File: src/design/utn_pkg.sv
// Types and constants of the UTF-16 name to UTF-8 converter.
package utn_pkg;

   localparam int unsigned MAX_NAME_BYTES = 1024;

   localparam logic [15:0] NUL_UNIT    = 16'h0000;
   localparam logic [15:0] NUL_SUBST   = 16'h005e;
   localparam logic [15:0] SLASH_UNIT  = 16'h002f;
   localparam logic [15:0] SLASH_SUBST = 16'h003a;

   localparam logic [1:0] ST_OK        = 2'd0;
   localparam logic [1:0] ST_ILLEGAL   = 2'd1;
   localparam logic [1:0] ST_EXHAUSTED = 2'd2;
   localparam logic [1:0] ST_TARGET    = 2'd3;

   localparam logic CSR_BIG_ENDIAN = 1'b0;
   localparam logic CSR_OUT_LIMIT  = 1'b1;

   typedef struct packed {
      logic        big_endian;
      logic [10:0] out_limit;
   } utn_cfg_type;

   // Work for the back end: the bytes of one input word and an optional status.
   typedef struct packed {
      logic [3:0][7:0] bytes;
      logic [2:0]      nbytes;
      logic            has_status;
      logic [1:0]      status;
   } utn_job_type;

endpackage

File: src/design/utn_queue.sv
// Small FIFO of jobs between the front end and the back end.
module utn_queue #(
   parameter int DEPTH = 4
) (
   input  logic                clock,
   input  logic                reset,
   input  logic                push,
   input  utn_pkg::utn_job_type push_job,
   output logic                full,
   input  logic                pop,
   output logic                head_valid,
   output utn_pkg::utn_job_type head_job
);
   import utn_pkg::*;

   localparam int PW = (DEPTH > 1) ? $clog2(DEPTH) : 1;
   localparam int CW = $clog2(DEPTH + 1);

   utn_job_type mem_ff [DEPTH];
   logic [PW-1:0] wr_ptr_ff, rd_ptr_ff;
   logic [CW-1:0] count_ff;
   logic          do_push, do_pop;

   assign full       = (count_ff == CW'(DEPTH));
   assign head_valid = (count_ff != '0);
   assign head_job   = mem_ff[rd_ptr_ff];
   assign do_push    = push && !full;
   assign do_pop     = pop && head_valid;

   always_ff @(posedge clock) begin
      if (do_push) begin
         mem_ff[wr_ptr_ff] <= push_job;
      end
   end

   always_ff @(posedge clock) begin
      if (reset) begin
         wr_ptr_ff <= '0;
         rd_ptr_ff <= '0;
         count_ff  <= '0;
      end else begin
         if (do_push) begin
            wr_ptr_ff <= (wr_ptr_ff == PW'(DEPTH - 1)) ? '0 : wr_ptr_ff + 1'b1;
         end
         if (do_pop) begin
            rd_ptr_ff <= (rd_ptr_ff == PW'(DEPTH - 1)) ? '0 : rd_ptr_ff + 1'b1;
         end
         if (do_push && !do_pop) begin
            count_ff <= count_ff + 1'b1;
         end else if (do_pop && !do_push) begin
            count_ff <= count_ff - 1'b1;
         end
      end
   end

endmodule

File: src/design/utn_front.sv
// Front end: byte order, substitution, surrogate pairing, limit check, job build.
module utn_front (
   input  logic                 clock,
   input  logic                 reset,
   input  logic                 req_valid,
   output logic                 req_ready,
   input  logic [15:0]          req_code_unit,
   input  logic                 req_end_of_string,
   input  utn_pkg::utn_cfg_type cfg,
   input  logic                 queue_full,
   output logic                 push,
   output utn_pkg::utn_job_type push_job
);
   import utn_pkg::*;

   logic [9:0]  hs_ff, hs_in;
   logic        pend_ff, pend_in;
   logic [10:0] emitted_ff, emitted_in;
   logic        failed_ff, failed_in;
   logic [1:0]  code_ff, code_in;

   logic        accept;
   logic [15:0] u_sw, u;
   logic        is_high, is_low;
   logic        enc_go;
   logic [20:0] cp;
   logic [2:0]  n;
   logic [3:0][7:0] enc_bytes;
   logic [11:0] sum;
   logic [10:0] lim, room;
   utn_job_type job;

   assign req_ready = !queue_full;
   assign accept    = req_valid && req_ready;

   always_comb begin
      u_sw = cfg.big_endian ? req_code_unit : {req_code_unit[7:0], req_code_unit[15:8]};
      if (u_sw == NUL_UNIT) begin
         u = NUL_SUBST;
      end else if (u_sw == SLASH_UNIT) begin
         u = SLASH_SUBST;
      end else begin
         u = u_sw;
      end
      is_high = (u[15:10] == 6'b110110);
      is_low  = (u[15:10] == 6'b110111);
   end

   // room = min(out_limit, max) - 1, floor at zero
   always_comb begin
      lim  = (cfg.out_limit > 11'(MAX_NAME_BYTES)) ? 11'(MAX_NAME_BYTES) : cfg.out_limit;
      room = (lim == '0) ? '0 : lim - 11'd1;
   end

   always_comb begin
      hs_in      = hs_ff;
      pend_in    = pend_ff;
      emitted_in = emitted_ff;
      failed_in  = failed_ff;
      code_in    = code_ff;
      enc_go     = 1'b0;
      cp         = {5'd0, u};
      job        = '0;

      if (!failed_ff) begin
         if (pend_ff) begin
            if (is_low) begin
               cp      = {(11'({1'b0, hs_ff}) + 11'd64), u[9:0]};
               enc_go  = 1'b1;
               pend_in = 1'b0;
               hs_in   = '0;
            end else begin
               failed_in = 1'b1;
               code_in   = ST_ILLEGAL;
               pend_in   = 1'b0;
               hs_in     = '0;
            end
         end else if (is_high) begin
            if (req_end_of_string) begin
               failed_in = 1'b1;
               code_in   = ST_EXHAUSTED;
            end else begin
               hs_in   = u[9:0];
               pend_in = 1'b1;
            end
         end else if (is_low) begin
            failed_in = 1'b1;
            code_in   = ST_ILLEGAL;
         end else begin
            enc_go = 1'b1;
         end
      end

      if (cp[20:7] == '0) begin
         n         = 3'd1;
         enc_bytes = {8'd0, 8'd0, 8'd0, cp[7:0]};
      end else if (cp[20:11] == '0) begin
         n         = 3'd2;
         enc_bytes = {8'd0, 8'd0, {2'b10, cp[5:0]}, {3'b110, cp[10:6]}};
      end else if (cp[20:16] == '0) begin
         n         = 3'd3;
         enc_bytes = {8'd0, {2'b10, cp[5:0]}, {2'b10, cp[11:6]}, {4'b1110, cp[15:12]}};
      end else begin
         n         = 3'd4;
         enc_bytes = {{2'b10, cp[5:0]}, {2'b10, cp[11:6]}, {2'b10, cp[17:12]},
                      {5'b11110, cp[20:18]}};
      end
      sum = {1'b0, emitted_ff} + 12'(n);

      if (enc_go) begin
         if (sum > {1'b0, room}) begin
            failed_in = 1'b1;
            code_in   = ST_TARGET;
            pend_in   = 1'b0;
            hs_in     = '0;
         end else begin
            emitted_in = sum[10:0];
            job.bytes  = enc_bytes;
            job.nbytes = n;
         end
      end

      if (req_end_of_string) begin
         job.has_status = 1'b1;
         job.status     = failed_in ? code_in : ST_OK;
         hs_in          = '0;
         pend_in        = 1'b0;
         emitted_in     = '0;
         failed_in      = 1'b0;
         code_in        = ST_OK;
      end
   end

   assign push     = accept && (job.has_status || (job.nbytes != '0));
   assign push_job = job;

   always_ff @(posedge clock) begin
      if (reset) begin
         hs_ff      <= '0;
         pend_ff    <= 1'b0;
         emitted_ff <= '0;
         failed_ff  <= 1'b0;
         code_ff    <= ST_OK;
      end else if (accept) begin
         hs_ff      <= hs_in;
         pend_ff    <= pend_in;
         emitted_ff <= emitted_in;
         failed_ff  <= failed_in;
         code_ff    <= code_in;
      end
   end

endmodule

File: src/design/utn_back.sv
// Back end: unrolls one job into its byte words and, at end of string, a status word, one per cycle while not stalled.
module utn_back (
   input  logic                 clock,
   input  logic                 reset,
   input  logic                 head_valid,
   input  utn_pkg::utn_job_type head_job,
   output logic                 pop,
   output logic                 rsp_valid,
   input  logic                 rsp_ready,
   output logic [7:0]           rsp_out_byte,
   output logic                 rsp_byte_valid,
   output logic                 rsp_run_last,
   output logic                 rsp_string_done,
   output logic [1:0]           rsp_status
);
   import utn_pkg::*;

   logic [2:0] idx_ff;
   logic [2:0] total;
   logic       is_byte, last_word, load;
   logic       valid_ff;
   logic [7:0] byte_ff;
   logic       bvalid_ff, run_last_ff, done_ff;
   logic [1:0] status_ff;

   assign total     = head_job.nbytes + 3'(head_job.has_status);
   assign is_byte   = (idx_ff < head_job.nbytes);
   assign last_word = ((idx_ff + 3'd1) == total);
   assign load      = head_valid && (!valid_ff || rsp_ready);
   assign pop       = load && last_word;

   always_ff @(posedge clock) begin
      if (reset) begin
         idx_ff   <= '0;
         valid_ff <= 1'b0;
      end else begin
         if (load) begin
            idx_ff   <= last_word ? '0 : idx_ff + 3'd1;
            valid_ff <= 1'b1;
         end else if (rsp_ready) begin
            valid_ff <= 1'b0;
         end
      end
   end

   always_ff @(posedge clock) begin
      if (load) begin
         byte_ff     <= is_byte ? head_job.bytes[idx_ff[1:0]] : 8'd0;
         bvalid_ff   <= is_byte;
         run_last_ff <= last_word;
         done_ff     <= !is_byte;
         status_ff   <= is_byte ? ST_OK : head_job.status;
      end
   end

   assign rsp_valid       = valid_ff;
   assign rsp_out_byte    = byte_ff;
   assign rsp_byte_valid  = bvalid_ff;
   assign rsp_run_last    = run_last_ff;
   assign rsp_string_done = done_ff;
   assign rsp_status      = status_ff;

endmodule

File: src/design/utf16_name_to_utf8.sv
// The results of a code unit pass through the job queue and then the output register.
// Throughput: the front end takes one code unit per cycle while the job queue
// has room; the back end sends one result word per cycle while the receiver is
// ready, so a unit yields 0 to 5 words there (1-4 UTF-8 bytes, plus a status word on end of string).
// Reset (synchronous, active high) empties the queue and output register,
// clears the string state, and sets big_endian = 1, out_limit = 1024.
module utf16_name_to_utf8 #(
   parameter int QUEUE_DEPTH = 4
) (
   input  logic        clock,
   input  logic        reset,
   // code unit input
   input  logic        req_valid,
   output logic        req_ready,
   input  logic [15:0] req_code_unit,
   input  logic        req_end_of_string,
   // result output
   output logic        rsp_valid,
   input  logic        rsp_ready,
   output logic [7:0]  rsp_out_byte,
   output logic        rsp_byte_valid,
   output logic        rsp_run_last,
   output logic        rsp_string_done,
   output logic [1:0]  rsp_status,
   // register writes
   input  logic        csr_valid,
   output logic        csr_ready,
   input  logic        csr_index,
   input  logic [10:0] csr_data
);
   import utn_pkg::*;

   utn_cfg_type cfg_ff;
   logic        q_push, q_full, q_pop, q_head_valid;
   utn_job_type q_push_job, q_head_job;

   // Register writes are always taken; they must only arrive while idle, which the block does not enforce.
   assign csr_ready = 1'b1;

   always_ff @(posedge clock) begin
      if (reset) begin
         cfg_ff.big_endian <= 1'b1;
         cfg_ff.out_limit  <= 11'd1024;
      end else if (csr_valid) begin
         unique case (csr_index)
            CSR_BIG_ENDIAN: cfg_ff.big_endian <= csr_data[0];
            CSR_OUT_LIMIT:  cfg_ff.out_limit  <= csr_data;
            default:        cfg_ff            <= cfg_ff;
         endcase
      end
   end

   // Front end: all per-string state lives here, updated once per word.
   utn_front u_front (
      .clock             (clock),
      .reset             (reset),
      .req_valid         (req_valid),
      .req_ready         (req_ready),
      .req_code_unit     (req_code_unit),
      .req_end_of_string (req_end_of_string),
      .cfg               (cfg_ff),
      .queue_full        (q_full),
      .push              (q_push),
      .push_job          (q_push_job)
   );

   // Jobs of up to five results wait here so a stalled output doesn't block input.
   utn_queue #(
      .DEPTH (QUEUE_DEPTH)
   ) u_queue (
      .clock      (clock),
      .reset      (reset),
      .push       (q_push),
      .push_job   (q_push_job),
      .full       (q_full),
      .pop        (q_pop),
      .head_valid (q_head_valid),
      .head_job   (q_head_job)
   );

   // Back end: one result word per cycle into the output register while the output is not stalled.
   utn_back u_back (
      .clock           (clock),
      .reset           (reset),
      .head_valid      (q_head_valid),
      .head_job        (q_head_job),
      .pop             (q_pop),
      .rsp_valid       (rsp_valid),
      .rsp_ready       (rsp_ready),
      .rsp_out_byte    (rsp_out_byte),
      .rsp_byte_valid  (rsp_byte_valid),
      .rsp_run_last    (rsp_run_last),
      .rsp_string_done (rsp_string_done),
      .rsp_status      (rsp_status)
   );

endmodule

File: config.mk
export PLATFORM = sky130hd
export DESIGN_NAME = utf16_name_to_utf8
export DESIGN_NICKNAME = d
export VERILOG_FILES = /design/src/design/utn_pkg.sv /design/src/design/utn_queue.sv /design/src/design/utn_front.sv /design/src/design/utn_back.sv /design/src/design/utf16_name_to_utf8.sv
export SDC_FILE = /design/constraint.sdc
export NUM_CORES = 1
export LEC_CHECK = 0
export ABC_CLOCK_PERIOD_IN_PS = 9300
export BUFFER_PORTS_ARGS = -buffer_cell sky130_fd_sc_hd__buf_2
export CORE_MARGIN = 8
export CORE_UTILIZATION = 35
export DETAILED_ROUTE_END_ITERATION = 7
export GPL_TIMING_DRIVEN = 0
export SYNTH_ARGS = -nofsm -noshare
export SYNTH_HDL_FRONTEND = slang
export SYNTH_SLANG_ARGS = --single-unit
File: constraint.sdc
create_clock -name clock -period 9.3 [get_ports clock]
set_clock_uncertainty 0.2 [all_clocks]
set_input_delay 1.86 -clock clock [delete_from_list [all_inputs] [get_ports clock]]
set_output_delay 1.86 -clock clock [all_outputs]
set_load 0.05 [all_outputs]
### Yosys cells after proc, flatten, opt, wreduce, memory -nomap -nowiden

Memory sizes are Yosys's and may differ from the RTL's. A register that Yosys moved wholly into a read port is not among the register bits.
Cells that the tools add are included.

| storage, ports and cells | value |
|---|---|
| register bits | 61 |
| memory bits (writable) | 152 |
| input port bits | 34 |
| output and inout bits | 16 |
| word-level logic and storage cells | 135 |
| memories kept | 1 |

| cells by class | value |
|---|---|
| add/sub/neg operators | 9 |
| order comparisons | 4 |
| eq/ne operators | 8 |
| multiplexer cells | 67 |
| bitwise gates (word level) | 1 |
| reductions and logical operators | 28 |

Memory list:

| memory | words | width | rd ports | clocked after memory_dff | write ports | RTL line | source |
|---|---|---|---|---|---|---|---|
| u_queue.mem_ff | 4 | 38 | 1 | 1 | 1 | utn_queue.sv:19 | `utn_job_type mem_ff [DEPTH];` |

Operator list:

| operator | count |
|---|---|
| $mux W32 | 3 |
| $mux W35 | 2 |
| $mux W21 | 3 |
| $mux W10 | 6 |
| $mux W11 | 5 |
| $mux W16 | 3 |
| $mux W2 | 14 |
| $mux W1 | 22 |
| $mux W3 | 7 |
| $bmux W8 S2 | 1 |
| $eq A16 B6 Y1 const B | 1 |
| $logic_not A16 Y1 | 1 |
| $logic_not A14 Y1 | 1 |
| $add A11 B3 Y12 | 1 |
| $eq A6 B6 Y1 const B | 2 |
| $gt A12 B11 Y1 | 1 |
| $add A10 B7 Y11 const B | 1 |
| $gt A11 B11 Y1 const B | 1 |
| $logic_not A11 Y1 | 1 |
| $sub A11 B1 Y11 const B | 1 |
| $logic_not A10 Y1 | 1 |
| $logic_and A1 B1 Y1 | 8 |
| $mux W8 | 1 |
| $add A3 B1 Y3 const B | 2 |
| 17 further kinds | 28 |

### Longest topological paths before layout

Gate-level depths: netlist of the first run.

| logic depth | value |
|---|---|
| depth after elaboration | 25 |
| depth in mapped cells | 27 |
| depth with buffers taken out | 26 |

### By module

A second synthesis of the first run with hierarchy kept.

| second synthesis, totals | value |
|---|---|
| cells, all modules | 814 |
| area, all modules | 10780.3 um2 |

By module, submodules not included:

| module | times used | cells each | area each (um2) | seq. area each (um2) |
|---|---|---|---|---|
| utn_queue | 1 | 248 | 5987.0 | 4744.6 |
| utn_front | 1 | 438 | 3223.1 | 500.5 |
| utn_back | 1 | 72 | 996.0 | 470.5 |
| utf16_name_to_utf8 | 1 | 56 | 574.3 | 240.2 |

### Worst setup path after synthesis of the first run

OpenSTA, ideal clock, no wires.

| timing path | value |
|---|---|
| path type | input -> register |
| start point | in req_code_unit[4] |
| end point | mem u_queue.mem_ff[0][0] (netlist name) (enable) |
| library setup time | 394 ps |
| arrival | 6878 ps |
| required time | 8706 ps |
| path slack | 1828 ps |
| cell stages on the path | 22 |
| buffers on the path | 1 |
| cell sequence | and4b_4 and3_4 o21ai_1 o22ai_1 and4_4 buf_6 a21oi_1 ha_1 inv_1 fa_1 inv_1 maj3_1 nand4_1 xnor2_1 ha_1 o21a_1 o211ai_1 o31ai_1 o21ai_0 o2111ai_2 nand2_1 and2_1 |

| between the ends | value |
|---|---|
| cells in the longest elaborated chain, start to end | 22 |
| elaborated cells between the ends (all ways) | 31 |
| classes of those cells | add/sub: 1; order compare: 1; eq/ne: 3; mux: 18; reduce/logical: 8 |

Ends and longest elaborated chain:

| item | RTL line | source |
|---|---|---|
| start, declared | utf16_name_to_utf8.sv:15 | `input logic [15:0] req_code_unit,` |
| $mux W16 (*) | utn_front.sv:37 | `u_sw = cfg.big_endian ? req_code_unit : {req_code_unit[7:0], req_code_unit[15:8]};` |
| $eq A16 B6 Y1 | utn_front.sv:40 | `end else if (u_sw == SLASH_UNIT) begin` |
| $mux W16 | utn_front.sv:40 |  |
| $mux W16 (*) | utn_front.sv:38 | `if (u_sw == NUL_UNIT) begin` |
| $eq A6 B6 Y1 | utn_front.sv:46 | `is_low = (u[15:10] == 6'b110111);` |
| $mux W21 | utn_front.sv:67 | `if (is_low) begin` |
| $mux W21 | utn_front.sv:66 | `if (pend_ff) begin` |
| $mux W21 | utn_front.sv:65 | `if (!failed_ff) begin` |
| [... 7 more ...] | -- |  |
| $mux W35 (*) | utn_front.sv:110 | `if (enc_go) begin` |
| $reduce_bool A3 Y1 (*) | utn_front.sv:134 | `assign push = accept && (job.has_status \|\| (job.nbytes != '0));` |
| $logic_or A1 B1 Y1 (*) | utn_front.sv:134 |  |
| $logic_and A1 B1 Y1 (*) | utn_front.sv:134 |  |
| $logic_and A1 B1 Y1 (*) | utn_queue.sv:27 | `assign do_push = push && !full;` |
| net u_queue.do_push | utn_queue.sv:22 | `logic do_push, do_pop;` |
| $mux W1 (*) | utn_queue.sv:31 | `if (do_push) begin` |
| $mux W1 (not written as such) (*) | utn_queue.sv:32 | `mem_ff[wr_ptr_ff] <= push_job;` |
| end, declared | utn_queue.sv:19 |  |

The timed path passes the listed nets; every way through them passes the cells marked *.

### Worst setup path after layout of the first run

| timing path | value |
|---|---|
| start point | in req_code_unit[7] |
| end point | reg u_queue.count_ff[2] |

| between the ends | value |
|---|---|
| cells in the longest elaborated chain, start to end | 23 |
| elaborated cells between the ends (all ways) | 34 |
| classes of those cells | add/sub: 1; order compare: 1; eq/ne: 3; mux: 17; reduce/logical: 12 |

Ends and longest elaborated chain:

| item | RTL line | source |
|---|---|---|
| $mux W16 (*) | utn_front.sv:37 |  |
| $eq A16 B6 Y1 | utn_front.sv:40 |  |
| $mux W16 | utn_front.sv:40 |  |
| $mux W16 (*) | utn_front.sv:38 |  |
| $eq A6 B6 Y1 | utn_front.sv:46 |  |
| $mux W21 | utn_front.sv:67 |  |
| $mux W21 | utn_front.sv:66 |  |
| $mux W21 | utn_front.sv:65 |  |
| [... 8 more ...] | -- |  |
| $reduce_bool A3 Y1 (*) | utn_front.sv:134 |  |
| $logic_or A1 B1 Y1 (*) | utn_front.sv:134 |  |
| $logic_and A1 B1 Y1 (*) | utn_front.sv:134 |  |
| $logic_and A1 B1 Y1 (*) | utn_queue.sv:27 |  |
| net u_queue.do_push | utn_queue.sv:22 |  |
| $logic_not A1 Y1 | utn_queue.sv:50 | `end else if (do_pop && !do_push) begin` |
| $logic_and A1 B1 Y1 | utn_queue.sv:50 |  |
| $reduce_bool A2 Y1 (no line) | -- |  |
| end signal, assigned | utn_queue.sv:49 | `count_ff <= count_ff + 1'b1;` |
| end signal, assigned | utn_queue.sv:51 | `count_ff <= count_ff - 1'b1;` |
| end, declared | utn_queue.sv:21 | `logic [CW-1:0] count_ff;` |

Marks and branches as above.
A chain may end at the register's enable or synchronous reset.

==> flow_summary.json, run 1 <==
{
  "cp.depth": 28,
  "root_buffer": "clkbuf_16",
  "synth_seq_area_share": 0.563,
  "synth_edf_count": 149,
  "grt_pass1_vias": 6236,
  "drc": 0,
  "worstReg2RegStart": "cfg_ff[11]$_SDFFE_PP1P_",
  "r2r.worst_path.cells": 27,
  "vias_per_cell": 5.23,
  "cts_hold_buf": 0,
  "drt_iter0_drc": 507,
  "worstSetupEndpointType": "flop",
  "worstHoldEndpoint": "u_front.code_ff[0]$_SDFFE_PP0P_",
  "gp_congestion": 0.882,
  "required_ns": 9.45,
  "die_area_um2": 33400,
  "htreeDepth": 4,
  "core_um2": 27600,
  "max_freq_mhz": 121,
  "grt_pass1_wl_mm": 35.0,
  "cts_buffer_depth": 2,
  "area_growth_pct": 14.1,
  "drt.antenna.violating_nets": 0,
  "hold_start": "u_front.code_ff[0]$_SDFFE_PP0P_",
  "dp_hpwl_mm": 15.6,
  "track_usage": 0.134,
  "vdd_ir_drop_max_mv": 0.131,
  "setup-tns-final_ns": 0,
  "clock-sinks": 199,
  "die_y_um": 183,
  "utilization": 0.402,
  "wl_mm": 22.1,
  "yosysWarnings": 0,
  "regArea_um2": 5480,
  "slew_violations": 0,
  "p_per_area_nw_per_um2": 233,
  "outcome": "finished, final reports clean",
  "startpoint_type": "input port",
  "antenna_found_initial": 0,
  "grt_max_degree": 35,
  "crit_arrival_ns": 8.43,
  "slew_headroom": 0.325,
  "synth_ff_type": "edfxtp_1",
  "diodes": 0,
  "criticalPathCategory": "input port to flop",
  "rows": 61,
  "synth_area_um2": 9720,
  "min_path_cells": 2,
  "syn_inst": 748,
  "async_reset_ff_frac": 0,
  "clk_latency_ns": 0.43,
  "synth_area_leader_cell": "edfxtp_1",
  "stdcell_count": 1209,
  "p_leak_nw": 3.80,
  "hold_path.class": "flop to flop",
  "max_stage_delay_ns": 0.54,
  "total_power_w": 0.00259,
  "initial_core_util": 0.353,
  "cts_tree": "built",
  "die_w_um": 183,
  "hold_viol_final": 0,
  "num_vias": 6325,
  "synth-seq-cells": 199,
  "cts_resized": 0,
  "clk_transition_reported_paths_ns": 0.07,
  "worst_pin_slew_ns": 0.984,
  "fillers": 2603,
  "synth_top_area_share": 0.460,
  "overflow": 0,
  "multi_input_area_um2": 3920,
  "holdWs_ns": 0.277,
  "io_buffers": 48,
  "regToRegSetupSlack_ns": 2.23,
  "cts_setup_buffers": 0,
  "finalSetupViolations": 0,
  "min_period_over_period": 0.890,
  "ios": 50,
  "placedCellCount": 1177,
  "cp_max_fo": 10,
  "rr_endpoint": "u_queue.count_ff[2]$_SDFFE_PP0P_",
  "syn-num-nets": 810,
  "fin_crit_ns": 8.28,
  "crit_buf_inv": 5,
  "avgRoutedWirePerCell_um": 18.3,
  "first_pass_iters": 5,
  "syn_area_per_cell_um2": 13.0,
  "synthTopCellsByCount": "edfxtp_1, nand2_1, dfxtp_1",
  "numCtsBuffers": 17,
  "drv_cap": 0,
  "yosysMostFrequentCell": "edfxtp_1",
  "rsz0062_at_grt": "no",
  "nNetsFinal": 880,
  "synth.distinct_cells": 75,
  "cpLargestDelayFamily": "compound AO/OA/AOI/OAI gates",
  "drive_gt1_frac": 0.197,
  "synth.area.top_cells": "edfxtp_1, dfxtp_1, mux4_2, ha_1, nand2_1",
  "critPathSlowestCell": "o21ai_0"
}
-- routing by layer --
| metal | vias up | GRT usage | routed length [um] | part of all wire |
|---|---|---|---|---|
| li1 | 3019 | - | - | - |
| met1 | 3175 | 0.188 | 11000 | 0.50 |
| met2 | 113 | 0.211 | 10200 | 0.46 |
| met3 | 18 | 0.0276 | 791 | 0.036 |
| met4 | 0 | 0.0282 | 189 | 0.0085 |
| met5 | - | 0 | 0 | 0 |
-- worst reg2reg max path: cells and delay by family (launching register included) --
kind	cells	cell delay, ns
xor gates and xnor gates	2	0.42
adders and majority gates	6	1.73
and+or+nand+nor	6	1.39
AOI/OAI and AO/OA	9	2.52
DFF	1	0.40
buffers and inverters	4	0.35
-- cell type report --
cell class	count	area share
plain buffers	38	0.0175
inverters	38	0.0129
well taps	378	0.0427
multi-input cells	473	0.353
clock inverters	15	0.0140
repair buffers	51	0.0278
clock buffers	17	0.0384
flip-flops and latches	199	0.494
-- cells in the final DEF, fill, tap and decap left out, drive strengths merged, types with 10 or more instances in the layout --
cell type,synthesis,layout
edfxtp,149,149
buf,19,70
nand2,57,57
dfxtp,50,50
inv,38,45
mux4,41,41
nor2,39,39
clkbuf,19,36
a21oi,35,35
ha,26,26
o21ai,18,18
and2,17,17
xnor2,16,16
nor2b,16,16
a211oi,15,15
nor3,14,14
nor4,11,11
o32ai,11,11
mux2i,10,10
-- power by group --
group	total (W)	internal, W	switching [W]	leakage (nW)
Sequential	0.00114	0.00110	0.0000386	1.74
Clock	0.000723	0.000359	0.000364	0.282
Combinational	0.000722	0.000286	0.000437	1.77
-- worst max path at each step --
stage                      startpoint                               end  slack [ns]
global placement     req_code_unit[3]   u_queue.mem_ff[1][25]$_DFFE_PP_        0.03
global route         req_code_unit[3]  u_queue.count_ff[2]$_SDFFE_PP0P_        0.55
finish               req_code_unit[7]  u_queue.count_ff[2]$_SDFFE_PP0P_        1.02
detailed placement  req_code_unit[15]  u_queue.count_ff[2]$_SDFFE_PP0P_        0.63
floorplan            req_code_unit[4]    u_queue.mem_ff[0][0]$_DFFE_PP_        1.83
CTS                 req_code_unit[11]  u_queue.count_ff[2]$_SDFFE_PP0P_        1.05
-- flip-flops by register name, summed over array words and instances, names as in the netlist, named ones only --
register,cells
u_front.code_ff,2
u_back.idx_ff,3
u_queue.mem_ff,136
u_back.rsp_string_done,1
u_back.rsp_status,2
u_front.failed_ff,1
u_back.rsp_run_last,1
u_back.rsp_out_byte,8
u_queue.wr_ptr_ff,2
u_front.pend_ff,1
u_queue.rd_ptr_ff,2
u_front.hs_ff,10
u_back.rsp_valid,1
cfg_ff,12
u_front.emitted_ff,11
u_queue.count_ff,3
u_back.rsp_byte_valid,1
-- kinds of logic (layout without fill, tap and decap cells) --
logic type,after synthesis,after routing,share of synthesized area
AO/OA/AOI/OAI,152,152,0.115
XOR/XNOR,25,25,0.0225
adder cells (fa/ha/maj),31,31,0.0411
buffers and inverters,76,159,0.0346
flip-flops,199,199,0.563
multiplexers,55,55,0.110
other,1,1,0.000386
AND/OR/NAND/NOR,209,209,0.113
-- through the flow --
stage	cell area, um2	setup slack (ns)
floorplan	9720	1.83
global placement	10400	0.0284
detailed placement	10500	0.635
CTS	11100	1.05
global route	11100	0.551
finish	11100	1.02
Power figures use the tool's default switching activity.
==> run 2, diff against run 1 <==
Settings changed: SYNTH_HIERARCHICAL set to 1.
==> run 2 against run 1 <==
Final area rose by 12%; cell count rose by 8.4%; die area rose by 9.9%; largest cell class unchanged; sequential share of layout area fell by 1.5 points; global-route usage rose by 0.20 points; wire length rose by 13%.
==> flow_summary.json, run 2 <==
{
  "final_common_cell": "edfxtp_1",
  "die_y_um": 192,
  "cts_tree": "built",
  "syn_area_per_cell_um2": 13.2,
  "synth_area_um2": 10800,
  "criticalPathCategory": "input port to flop",
  "synthTopCellsByCount": "edfxtp_1, dfxtp_1, nand2_1",
  "p_leak_nw": 4.38,
  "fin_crit_ns": 8.79,
  "final_cell_mix": "edfxtp_1, buf_2, dfxtp_1",
  "outcome": "finished, final reports clean",
  "setup-tns-final_ns": 0,
  "synth_seq_area_share": 0.552,
  "placedCellCount": 1264,
  "hold_viol_final": 0,
  "top_register": "u_queue/mem_ff",
  "rows": 64,
  "async_reset_ff_frac": 0,
  "required_ns": 9.55,
  "nNetsFinal": 958,
  "yosys.area_share.simple": 0.122,
  "root_buffer": "clkbuf_16",
  "numCtsBuffers": 25,
  "synth_top_area_share": 0.460,
  "finalSetupViolations": 0,
  "max_stage_delay_ns": 0.49,
  "initial_core_util": 0.354,
  "vdd_ir_drop_max_mv": 0.134,
  "synth_compound_area_frac": 0.112,
  "drv_cap": 0,
  "combPwrFrac": 0.242,
  "cp_max_fo": 10,
  "slew_headroom": 0.365,
  "slew_violations": 0,
  "htreeDepth": 1,
  "die_area_um2": 36700,
  "share_seq_of_total_power": 0.425,
  "grt_pass1_vias": 7076,
  "gp_congestion": 0.823,
  "dp_hpwl_mm": 17.7,
  "worstSetupEndpointType": "flop",
  "p_sw_w": 0.000877,
  "drt.antenna.violating_nets": 0,
  "min_period_over_period": 0.945,
  "largest_reg_flops": 152,
  "vias_per_cell": 5.36,
  "first_pass_iters": 5,
  "diodes": 0,
  "crit_arrival_ns": 9.04,
  "synth_area_leader_cell": "edfxtp_1",
  "cts_buffer_depth": 3,
  "synth-seq-cells": 215,
  "io_buffers": 48,
  "num_vias": 7029,
  "synth.distinct_cells": 90,
  "stdcell_count": 1311,
  "cts_setup_buffers": 0,
  "antenna_found_initial": 0,
  "worst_pin_slew_ns": 0.944,
  "clock_power_share": 0.333,
  "p_int_w": 0.00204,
  "synth_ff_type": "edfxtp_1",
  "grt_max_degree": 26,
  "max_freq_mhz": 114,
  "place_area_um2": 11600,
  "avgRoutedWirePerCell_um": 19.1,
  "wl_mm": 25.1,
  "yosysMostFrequentCell": "edfxtp_1",
  "core_um2": 30400,
  "clock-sinks": 215,
  "drt_iter0_drc": 560,
  "syn_inst": 814,
  "clk_latency_ns": 0.53,
  "hold_path.class": "flop to flop",
  "reg_top3": "u_queue/mem_ff x152, cfg_ff x12, u_front/emitted_ff x11",
  "synth_edf_count": 165,
  "drc": 0,
  "critPathSlowestCell": "o31ai_1",
  "yosysWarnings": 6,
  "ios": 50,
  "grt_pass1_wl_mm": 39.6,
  "die_w_um": 192,
  "synth_top_family_by_area": "simple AND/OR/NAND/NOR gates",
  "synth_mux_area_frac": 0.116,
  "synth_adder_area_share": 0.0370,
  "p_per_area_nw_per_um2": 235,
  "p_sw_frac": 0.300,
  "drive_gt1_frac": 0.237,
  "rsz0062_at_grt": "no",
  "holdWs_ns": 0.281,
  "synth-xor-area-share": 0.0209,
  "overflow": 0,
  "clk_transition_reported_paths_ns": 0.06,
  "track_usage": 0.136,
  "synth.area.top_cells": "edfxtp_1, mux4_2, dfxtp_1, ha_1, nand2_1",
  "startpoint_type": "input port",
  "area_growth_pct": 15.4,
  "fin_area_um2": 12400
}
-- run 2: cell types whose count changed after synthesis, moves of 8 or more --
cell      delta
nand3_1     +19
inv_1       -10
nand2_1      -9
a21oi_2      +9
o32ai_1     -10
and2_1      -11
edfxtp_1    +16
a21bo_1      +8
a21oi_1     -11
or4_1        +8
-- run 2: power by group through the flow --
stage | logic, W | clock network [W] | registers [W]
6_report | 0.000705 | 0.000973 | 0.00124
3_5_place_dp | 0.000717 | 0 | 0.00126
5_1_grt | 0.000772 | 0.00104 | 0.00126
2_1_floorplan | 0.000419 | 0 | 0.00136
4_1_cts | 0.000720 | 0.000997 | 0.00124
3_3_place_gp | 0.000695 | 0 | 0.00126
-- run 2: cells by family (layout without fill, tap and decap cells) --
| kind of cell | count (synthesis) | after routing |
|---|---|---|
| AO/OA/AOI/OAI | 161 | 161 |
| XOR/XNOR | 24 | 24 |
| adder cells (fa/ha/maj) | 31 | 31 |
| buffers and inverters | 78 | 177 |
| flip-flops | 215 | 215 |
| multiplexers | 66 | 66 |
| other | 2 | 4 |
| AND/OR/NAND/NOR | 237 | 237 |
-- run 2: critical path, delay by kind of cell --
family | cells | cell delay, ns
buffers and inverters | 8 | 1.23
XOR/XNOR | 2 | 0.36
AO/OA/AOI/OAI | 9 | 2.18
AND/OR/NAND/NOR | 8 | 1.89
adder cells (fa/ha/maj) | 5 | 1.52
-- run 2: per-stage QoR --
step	utilization	total power (W)	setup WS, ns
global placement	0.379	0.00196	-0.512
floorplan	-	0.00178	1.05
detailed placement	0.381	0.00198	-0.102
global route	0.409	0.00306	0.118
CTS	0.409	0.00296	0.406
finish	0.409	0.00292	0.515
-- run 2: layer usage --
metal / wire [um] / track usage
met1: 11400 / 0.181
met3: 1300 / 0.0208
met2: 11900 / 0.229
met4: 461 / 0.0358
met5: 0 / 0
-- run 2: cell type report --
type / instances / area, um2
Buffer: 49 / 303
Tap cell: 396 / 495
Sequential cell: 215 / 5960
Clock buffer: 28 / 637
Inverter: 29 / 121
Timing Repair Buffer: 53 / 325
Fill cell: 2862 / 18000
Multi-Input combinational cell: 523 / 4420
Clock inverter: 18 / 186
-- run 2: path summary, 6_finish.rpt --
path                                       from                                to  slack, ns  cells past startpoint
setup / recovery               req_code_unit[5]  u_queue/count_ff[2]$_SDFFE_PP0P_       0.51                     32
hold / removal    u_front/hs_ff[4]$_SDFFE_PP0P_     u_front/hs_ff[4]$_SDFFE_PP0P_       0.28                      1
setup reg to reg        cfg_ff[11]$_SDFFE_PP1P_  u_queue/count_ff[2]$_SDFFE_PP0P_       1.40                     30
hold reg to reg   u_front/hs_ff[4]$_SDFFE_PP0P_     u_front/hs_ff[4]$_SDFFE_PP0P_       0.28                      1
-- run 2: timing repair --
action / CTS / global route
hold buffers: 0 / 0
resized for setup: 0 / 1
setup endpoints to repair: 0 / 1
==> run 3, diff against run 2 <==
--- a/config.mk
+++ b/config.mk
@@ -9,2 +9,3 @@
 export BUFFER_PORTS_ARGS = -buffer_cell sky130_fd_sc_hd__buf_2
+export CAP_MARGIN = 10
 export CORE_MARGIN = 8
==> constraint.sdc (replaced) <==
create_clock -name clock -period 9.3 [get_ports clock]
set_clock_uncertainty 0.2 [all_clocks]
set_input_delay 0 -clock clock [delete_from_list [all_inputs] [get_ports clock]]
set_output_delay 0 -clock clock [all_outputs]
set_load 0.05 [all_outputs]
==> run 3 against run 2 <==
Cell count increased by 3.9%; sequential power hardly changed; wire length grew 0.35%; sequential share of layout area is 1.8 points lower; critical path depth stayed put; maximum frequency increased by 9.2%; first-iteration DRC count is 12% lower; combinational power up 3%; final area rose by 3.9%.
==> flow_summary.json, run 3 (synthesis gave the netlist of run 2 again) <==
{
  "top_register": "u_queue/mem_ff",
  "critPathSlowestCell": "dfxtp_1",
  "final_cell_mix": "edfxtp_1, buf_2, dlygate4sd3_1",
  "cpLargestDelayFamily": "compound AO/OA/AOI/OAI gates",
  "worstSetupEndpointType": "flop",
  "drc": 0,
  "total_power_w": 0.00290,
  "htreeDepth": 1,
  "nNetsFinal": 1011,
  "cp_max_fo": 10,
  "numCtsBuffers": 25,
  "first_pass_iters": 5,
  "wl_mm": 25.2,
  "fin_area_um2": 12900,
  "cts_resized": 0,
  "rows": 64,
  "final_common_cell": "edfxtp_1",
  "p_per_area_nw_per_um2": 224,
  "overflow": 0,
  "core_um2": 30400,
  "max_stage_delay_ns": 0.52,
  "slew_violations": 0,
  "drv_cap": 0,
  "root_buffer": "clkbuf_16",
  "drt.antenna.violating_nets": 0,
  "num_vias": 7209,
  "path_common_cell": "inv_1",
  "fillers": 2837,
  "required_ns": 9.54,
  "clk_latency_ns": 0.51,
  "grt_pass1_vias": 7328,
  "hold_path.class": "input port to flop",
  "cts_setup_buffers": 0,
  "max_freq_mhz": 124,
  "drt_iter0_drc": 494,
  "fin_crit_ns": 8.05,
  "crit_buf_inv": 9,
  "reg_top3": "u_queue/mem_ff x152, cfg_ff x12, u_front/emitted_ff x11",
  "criticalPathCategory": "flop to flop",
  "avgRoutedWirePerCell_um": 18.5,
  "area_growth_pct": 19.9,
  "clock-sinks": 215,
  "slew_headroom": 0.349,
  "track_usage": 0.136,
  "hold_viol_final": 0,
  "die_w_um": 192,
  "clk_transition_reported_paths_ns": 0.06,
  "die_y_um": 192,
  "vias_per_cell": 5.29,
  "largest_reg_flops": 152,
  "cts_buffer_depth": 3,
  "ios": 50,
  "crit_arrival_ns": 8.29,
  "io_buffers": 48,
  "vdd_ir_drop_max_mv": 0.149,
  "dp_hpwl_mm": 17.7,
  "diodes": 0,
  "setup-tns-final_ns": 0,
  "grt_pass1_wl_mm": 40.0,
  "p_leak_nw": 4.59,
  "setup_ws_ns": 1.25,
  "antenna_found_initial": 0,
  "place_ws_ns": 1.31,
  "cts_tree": "built",
  "place_area_um2": 11600,
  "holdWs_ns": 0.0328,
  "die_area_um2": 36700,
  "rsz0062_at_grt": "no",
  "finalSetupViolations": 0,
  "outcome": "finished, final reports clean",
  "grt_max_degree": 26,
  "gp_congestion": 0.823,
  "drive_gt1_frac": 0.223,
  "worst_pin_slew_ns": 0.968,
  "min_period_over_period": 0.865,
  "initial_core_util": 0.354,
  "startpoint_type": "flop"
}
[run 3: cell count changes in the layout (fill, tap and decap cells not counted), sizes merged]
cell         change
clkbuf           +1
clkinvlp         -1
bufinv           -1
clkinv           -2
buf              +1
dlygate4sd3     +53
[run 3: routing by layer]
| metal | track usage | wire length [um] |
|---|---|---|
| met2 | 0.225 | 11900 |
| met5 | 0 | 0 |
| met3 | 0.0208 | 1080 |
| met1 | 0.184 | 11700 |
| met4 | 0.0376 | 483 |
[run 3: worst reg2reg max path: cells and delay by family, from the launching register on]
kind	cells	cell delay, ns
adders and majority gates	6	1.66
AOI/OAI and AO/OA	8	1.84
muxes	1	0.40
DFF	1	0.52
xor gates and xnor gates	2	0.35
and+or+nand+nor	6	1.44
buffers and inverters	9	1.54
[run 3: per-stage QoR]
| step | util | instances |
|---|---|---|
| final | 0.425 | 1362 |
| after global routing | 0.425 | 1362 |
| after CTS | 0.425 | 1362 |
| after detailed placement | 0.382 | 1265 |
| after global placement | 0.379 | 1260 |
| after floorplan | - | 816 |
[run 3: worst paths after layout]
path,slack (ns),to,depth (start not counted),startpoint
hold / removal,0.03,u_front/hs_ff[2]$_SDFFE_PP0P_,4,req_code_unit[10]
hold reg to reg,0.28,u_front/hs_ff[4]$_SDFFE_PP0P_,1,u_front/hs_ff[4]$_SDFFE_PP0P_
setup reg to reg,1.25,u_queue/count_ff[2]$_SDFFE_PP0P_,32,cfg_ff[11]$_SDFFE_PP1P_
setup / recovery,1.25,u_queue/count_ff[2]$_SDFFE_PP0P_,32,cfg_ff[11]$_SDFFE_PP1P_
[run 3: where the power goes]
group	internal [W]	switching, W	leakage [nW]
Clock	0.000554	0.000378	0.375
Combinational	0.000279	0.000444	2.33
Sequential	0.00120	0.0000420	1.88
[run 3: final cells by class]
| type | instances | area (um2) | share of cell area |
|---|---|---|---|
| Sequential cell | 215 | 5960 | 0.461 |
| Tap cell | 396 | 495 | 0.0383 |
| Clock inverter | 14 | 126 | 0.00978 |
| Multi-Input combinational cell | 523 | 4410 | 0.341 |
| Buffer | 49 | 303 | 0.0234 |
| Clock buffer | 30 | 654 | 0.0506 |
| Timing Repair Buffer | 106 | 856 | 0.0662 |
| Inverter | 29 | 121 | 0.00939 |
[run 3: repair_timing]
action                                  in CTS  in global routing
hold endpoints to repair                    46                  0
endpoints found under the setup margin       0                  0
hold buffers                                53                  0
